## config.mk

```make
export PLATFORM = sky130hd
export DESIGN_NAME = ppd_cell
export DESIGN_NICKNAME = d
export VERILOG_FILES = /design/src/ppd_pkg.sv /design/src/ppd_cell.sv
export SDC_FILE = /design/constraint.sdc
export NUM_CORES = 1
export LEC_CHECK = 0
export BUFFER_PORTS_ARGS = -buffer_cell sky130_fd_sc_hd__clkbuf_2
export CAP_MARGIN = 5
export CORE_AREA = 4 4 302 304
export CTS_CLUSTER_SIZE = 14
export DETAILED_ROUTE_END_ITERATION = 16
export DIE_AREA = 0 0 306 308
export GPL_TIMING_DRIVEN = 0
export PLACE_DENSITY = 0.59
export SETUP_SLACK_MARGIN = 0.02
export SYNTH_ARGS = -nofsm -noshare
export SYNTH_HDL_FRONTEND = slang
export SYNTH_SLANG_ARGS = --single-unit
```

## constraint.sdc

```tcl
create_clock -name clk -period 11.7 [get_ports clk]
set_input_delay 0 -clock clk [delete_from_list [all_inputs] [get_ports clk]]
set_output_delay 0 -clock clk [all_outputs]
set_load 0.05 [all_outputs]
```

## src/ppd_pkg.sv

```systemverilog
`timescale 1ns / 1ps
// ----------------------------------------------------------------------------
// ppd_pkg
// Shared constants and width functions for the point/plane distance block.
// ----------------------------------------------------------------------------
package ppd_pkg;

    localparam int COORD_BITS_DEF = 16;
    localparam int COORD_FRAC     = 8;
    localparam int DIST_BITS      = 32;
    localparam int NUM_COORDS     = 12;
    // |s| is scaled by 2^(16-frac), so its square by twice that
    localparam int SQ_SHIFT       = 2 * (16 - COORD_FRAC);

    // edge vector / offset width
    function automatic int uw_f(input int cb);
        return cb + 1;
    endfunction

    // normal component width
    function automatic int nw_f(input int cb);
        return 2 * uw_f(cb) + 1;
    endfunction

    // plane value width
    function automatic int sw_f(input int cb);
        return nw_f(cb) + uw_f(cb) + 2;
    endfunction

    // squared normal length width
    function automatic int n2w_f(input int cb);
        return 2 * nw_f(cb) + 2;
    endfunction

    // root chain working width: holds the target and every trial value
    function automatic int cw_f(input int cb);
        int tw;
        int pw;
        tw = 2 * sw_f(cb) + SQ_SHIFT;
        pw = n2w_f(cb) + 2 * DIST_BITS + 2;
        return ((tw > pw) ? tw : pw) + 1;
    endfunction

endpackage

```

## src/ppd_cell.sv

```systemverilog
`timescale 1ns / 1ps
// ----------------------------------------------------------------------------
// ppd_cell
// One digit of the restoring square root search: decides distance bit K
// from the running remainder and the running product distance * n2.
// ----------------------------------------------------------------------------
module ppd_cell #(
    parameter int COORD_BITS = ppd_pkg::COORD_BITS_DEF,
    parameter int K          = 0
) (
    input  logic                                  clk,
    input  logic                                  rst_n,
    input  logic                                  in_valid,
    output logic                                  in_ready,
    input  logic                                  in_on,
    input  logic [ppd_pkg::n2w_f(COORD_BITS)-1:0] in_n2,
    input  logic [ppd_pkg::cw_f(COORD_BITS)-1:0]  in_rem,
    input  logic [ppd_pkg::cw_f(COORD_BITS)-1:0]  in_prod,
    input  logic [ppd_pkg::DIST_BITS-1:0]         in_dist,
    output logic                                  out_valid,
    input  logic                                  out_ready,
    output logic                                  out_on,
    output logic [ppd_pkg::n2w_f(COORD_BITS)-1:0] out_n2,
    output logic [ppd_pkg::cw_f(COORD_BITS)-1:0]  out_rem,
    output logic [ppd_pkg::cw_f(COORD_BITS)-1:0]  out_prod,
    output logic [ppd_pkg::DIST_BITS-1:0]         out_dist
);
    import ppd_pkg::*;

    localparam int CW = cw_f(COORD_BITS);

    logic          vld_reg;
    logic          on_reg;
    logic [n2w_f(COORD_BITS)-1:0] n2_reg;
    logic [CW-1:0] rem_reg;
    logic [CW-1:0] prod_reg;
    logic [DIST_BITS-1:0] dist_reg;
    logic [CW-1:0] n2_wide;
    logic [CW-1:0] trial;
    logic          fits;

    // (D + 2^K)^2 n2 - D^2 n2 = 2^(K+1) D n2 + 2^(2K) n2
    assign n2_wide  = CW'(in_n2);
    assign trial    = (in_prod << (K + 1)) + (n2_wide << (2 * K));
    assign fits     = (trial <= in_rem);
    assign in_ready = !vld_reg || out_ready;

    // hold valid
    always_ff @(posedge clk or negedge rst_n)
    begin
        if (!rst_n)
        begin
            vld_reg <= 1'b0;
        end
        else if (in_ready)
        begin
            vld_reg <= in_valid;
        end
    end

    // advance remainder, product and distance
    always_ff @(posedge clk)
    begin
        if (in_ready && in_valid)
        begin
            on_reg   <= in_on;
            n2_reg   <= in_n2;
            rem_reg  <= fits ? (in_rem - trial) : in_rem;
            prod_reg <= fits ? (in_prod + (n2_wide << K)) : in_prod;
            dist_reg <= fits ? (in_dist | (DIST_BITS'(1) << K)) : in_dist;
        end
    end

    assign out_valid = vld_reg;
    assign out_on    = on_reg;
    assign out_n2    = n2_reg;
    assign out_rem   = rem_reg;
    assign out_prod  = prod_reg;
    assign out_dist  = dist_reg;

endmodule

```

==> metrics.txt <==
status finished with violations; failing checks capacitance limit, slew limit; slowest CP cell a2111oi_2; worst path bufs/invs 7; Final Cycle Share 86.96%; nets 5999; max cap viols 1; Core ar. 88240 sq um; I/O Buffers 765; cts repair resizes 0; DP HPWL 133.2 mm; Post-CTS Setup Inserts 0; Num Clock Sinks 384; clock power share 25.1%; Fin. Hold Viols 0; worst r2r src out_valid; sequential fraction of the synthesis area 33.33%; Worst-path clk slew 0.06 ns; Tmin final 10.17 ns; antenna violations before repair 17; path depth of the worst reg2reg path 5; CTS Hold Bufs 405; Hold Crit Depth 4; Overall Global Routing Usage 33.07%; Post-Syn Area per Cell 8.432 sq um; PD cells 133.2 nW/um^2; first-pass GRT wire length 234.6 mm; WHS Endpoint out_prod[71]; Hold/Removal Path Class in -> reg; Startpoint Class input pin; final core occ 51.77%; placed inst area 40040 sq um; Synth Flop Type edfxtp_1; Setup Skew 0.02558 ns; hold slack 0.03927 ns; final setup violation count 0; EDFF count, synth 383; worst skew pair latency 0.64 ns; Netlist cell types 84; Post-Syn Nets 4773; CTS tree built; RePlAce Congestion 0.9870; ys async rst share 0.2604%; synth-to-layout area growth 32.09%; WP data arrival 10.55 ns; Overall Power 6.082 mW; NetSw 2.625 mW; Vias 37800; DR iter-0 viols 3629; synth cell count leaders 539 x a21oi_1, 403 x nand2_1, 383 x edfxtp_1, 376 x nor2_1, 282 x ha_1; vias in the first global route 36320; CP peak stage delay 0.94 ns; crit-path max FO 10; initial core utilization 39.19%; Slew headroom -2.372%; Routed Antenna Nets 0; DR vias/cell 5.773; Max Root-Sink Buffers 3; hold path start in_prod[71]; count leader, synth a21oi_1; DIE AREA 94250 sq um; crit path kind in -> reg; Gate Count Post-Synth 4101; CTS Buf Count 48; layout cell share with drive strength beyond 1 17.41%; Pint 3.458 mW; reg-to-reg endpoint out_prod[53]; DR WL/cell 25.08 microns; top-area cell type share of the netlist area 33.26%; worst vdd ir 0.0001294 V; DR pass1 iterations 6; CTS Root Buffer Type clkbuf_16; Post-Layout Inst Area 45680 sq um; Max Clock Freq 98.29 MHz; RSZ-0062 raised after global routing no; LEAKAGE 19.10 nW; I/O pins 772; synth warn 0; Flop pwr share 28.6%; combinational share of power 46.2%; Die H 308 microns; synth top area cells edfxtp_1 33%, ha_1 10%, a21oi_1 7.8%; GRT Residual Overflow 0; Yosys reg bits 384; Horiz. Die Dim 306 microns; Slew Limit Fails 11; drt drc 0; CP delay by family, top compound AO/OA/AOI/OAI gates; final WL 164.2 mm; CP Data Required Time 12.08 ns; H-tree levels 2; Reg2Reg Setup Slack 9.07 ns; Worst-Margin Slew 1.536 ns; switch share 43.15%; crit end category register; pin count of the biggest net entering global routing 64; Synth Cell Area 34580 sq um; Rows 109; Synth area leader edfxtp_1
## routing by layer
layer / track usage [%] / part of all wire (%) / wire (microns)
met5: 0 / 0.040 / 65
met4: 13.65 / 4.7 / 7678
met3: 8.055 / 9.0 / 14740
met2: 53.25 / 45 / 74080
met1: 42.62 / 41 / 67650
## placed cells by master, fill, tap and decap left out, drive strengths merged, types with 12 or more instances in the layout
| cell | Yosys | routed |
|---|---|---|
| clkbuf | 137 | 964 |
| a21oi | 539 | 539 |
| dlygate4sd3 | 0 | 405 |
| nand2 | 404 | 404 |
| edfxtp | 383 | 383 |
| nor2 | 377 | 377 |
| ha | 282 | 282 |
| o21ai | 272 | 272 |
| xnor2 | 219 | 219 |
| xor2 | 168 | 168 |
| a21o | 156 | 156 |
| nand3 | 145 | 145 |
| nand4 | 138 | 138 |
| inv | 102 | 104 |
| nor3 | 80 | 80 |
| o21bai | 76 | 76 |
| buf | 65 | 71 |
| and3 | 61 | 61 |
| a31oi | 47 | 47 |
| o21a | 42 | 42 |
| and2 | 34 | 34 |
| nand2b | 33 | 33 |
| o31ai | 33 | 33 |
| nor2b | 32 | 32 |
| nor4 | 32 | 32 |
| or3 | 21 | 21 |
| a211oi | 19 | 19 |
| diode | 0 | 17 |
| and4 | 17 | 17 |
| clkinv | 0 | 15 |
| a221oi | 14 | 14 |
| a21boi | 14 | 14 |
| or2 | 14 | 14 |
| nor3b | 12 | 12 |
| o211ai | 12 | 12 |
| o41ai | 12 | 12 |
## state kept, by name (all words and copies together), names as in the netlist
| register | cells |
|---|---|
| out_prod | 139 |
| out_n2 | 72 |
| out_rem | 139 |
| out_valid | 1 |
| out_on | 1 |
| out_dist | 32 |
## how the worst max path moves through the flow
stage | startpoint | end | depth (start not counted)
floorplan | out_valid | out_dist[0] | 2
global placement | out_valid | out_prod[53] | 2
detailed placement | in_n2[19] | out_rem[99] | 28
CTS | in_n2[19] | out_prod[79] | 30
global route | in_n2[19] | out_prod[79] | 30
finish | in_n2[19] | out_prod[138] | 30
## tightest hold or removal path, cell delays in order
cell and delay [ns]:
clkbuf_2 0.11, ha_1 0.19, xor2_1 0.08, o21ai_0 0.18
## power groups by stage
stage          combinational, mW  sequential (mW)  clock, mW
2_1_floorplan               1.41             2.19          0
3_3_place_gp                2.62             1.81          0
3_5_place_dp                2.63             1.77          0
4_1_cts                     2.76             1.74       1.56
5_1_grt                     3.01             1.75       1.61
6_report                    2.81             1.74       1.53
## metrics by stage
step / TNS, ns / cells / setup slack (ns)
finish: 0 / 6547 / 1.526
global route: 0 / 6539 / 1.230
CTS: 0 / 6530 / 2.059
detailed placement: 0 / 6037 / 2.153
global placement: -935.01 / 6031 / -2.492
floorplan: 0 / 4101 / 1.134
## final cells by class
cell class | count | area [sq um]
fill | 8495 | 42560
multi-input combinational | 3413 | 21830
sequential | 384 | 11530
timing repair buffer | 1176 | 8048
tap | 1165 | 1458
clock buffer | 62 | 1275
buffer | 202 | 849.6
inverter | 102 | 382.9
clock inverter | 26 | 270.3
antenna | 17 | 42.54
## kinds of logic (layout without fill, tap and decap cells)
family,count (synthesis),after routing,share of synthesized area [%]
flip-flops,384,384,33.33
XOR/XNOR,387,387,9.802
other,0,17,0
multiplexers,5,5,0.1520
AND/OR/NAND/NOR,1419,1419,19.63
adder cells (fa/ha/maj),285,285,10.38
buffers and inverters,304,1568,3.557
AO/OA/AOI/OAI,1317,1317,23.15
(Power assumes the default switching activity.)
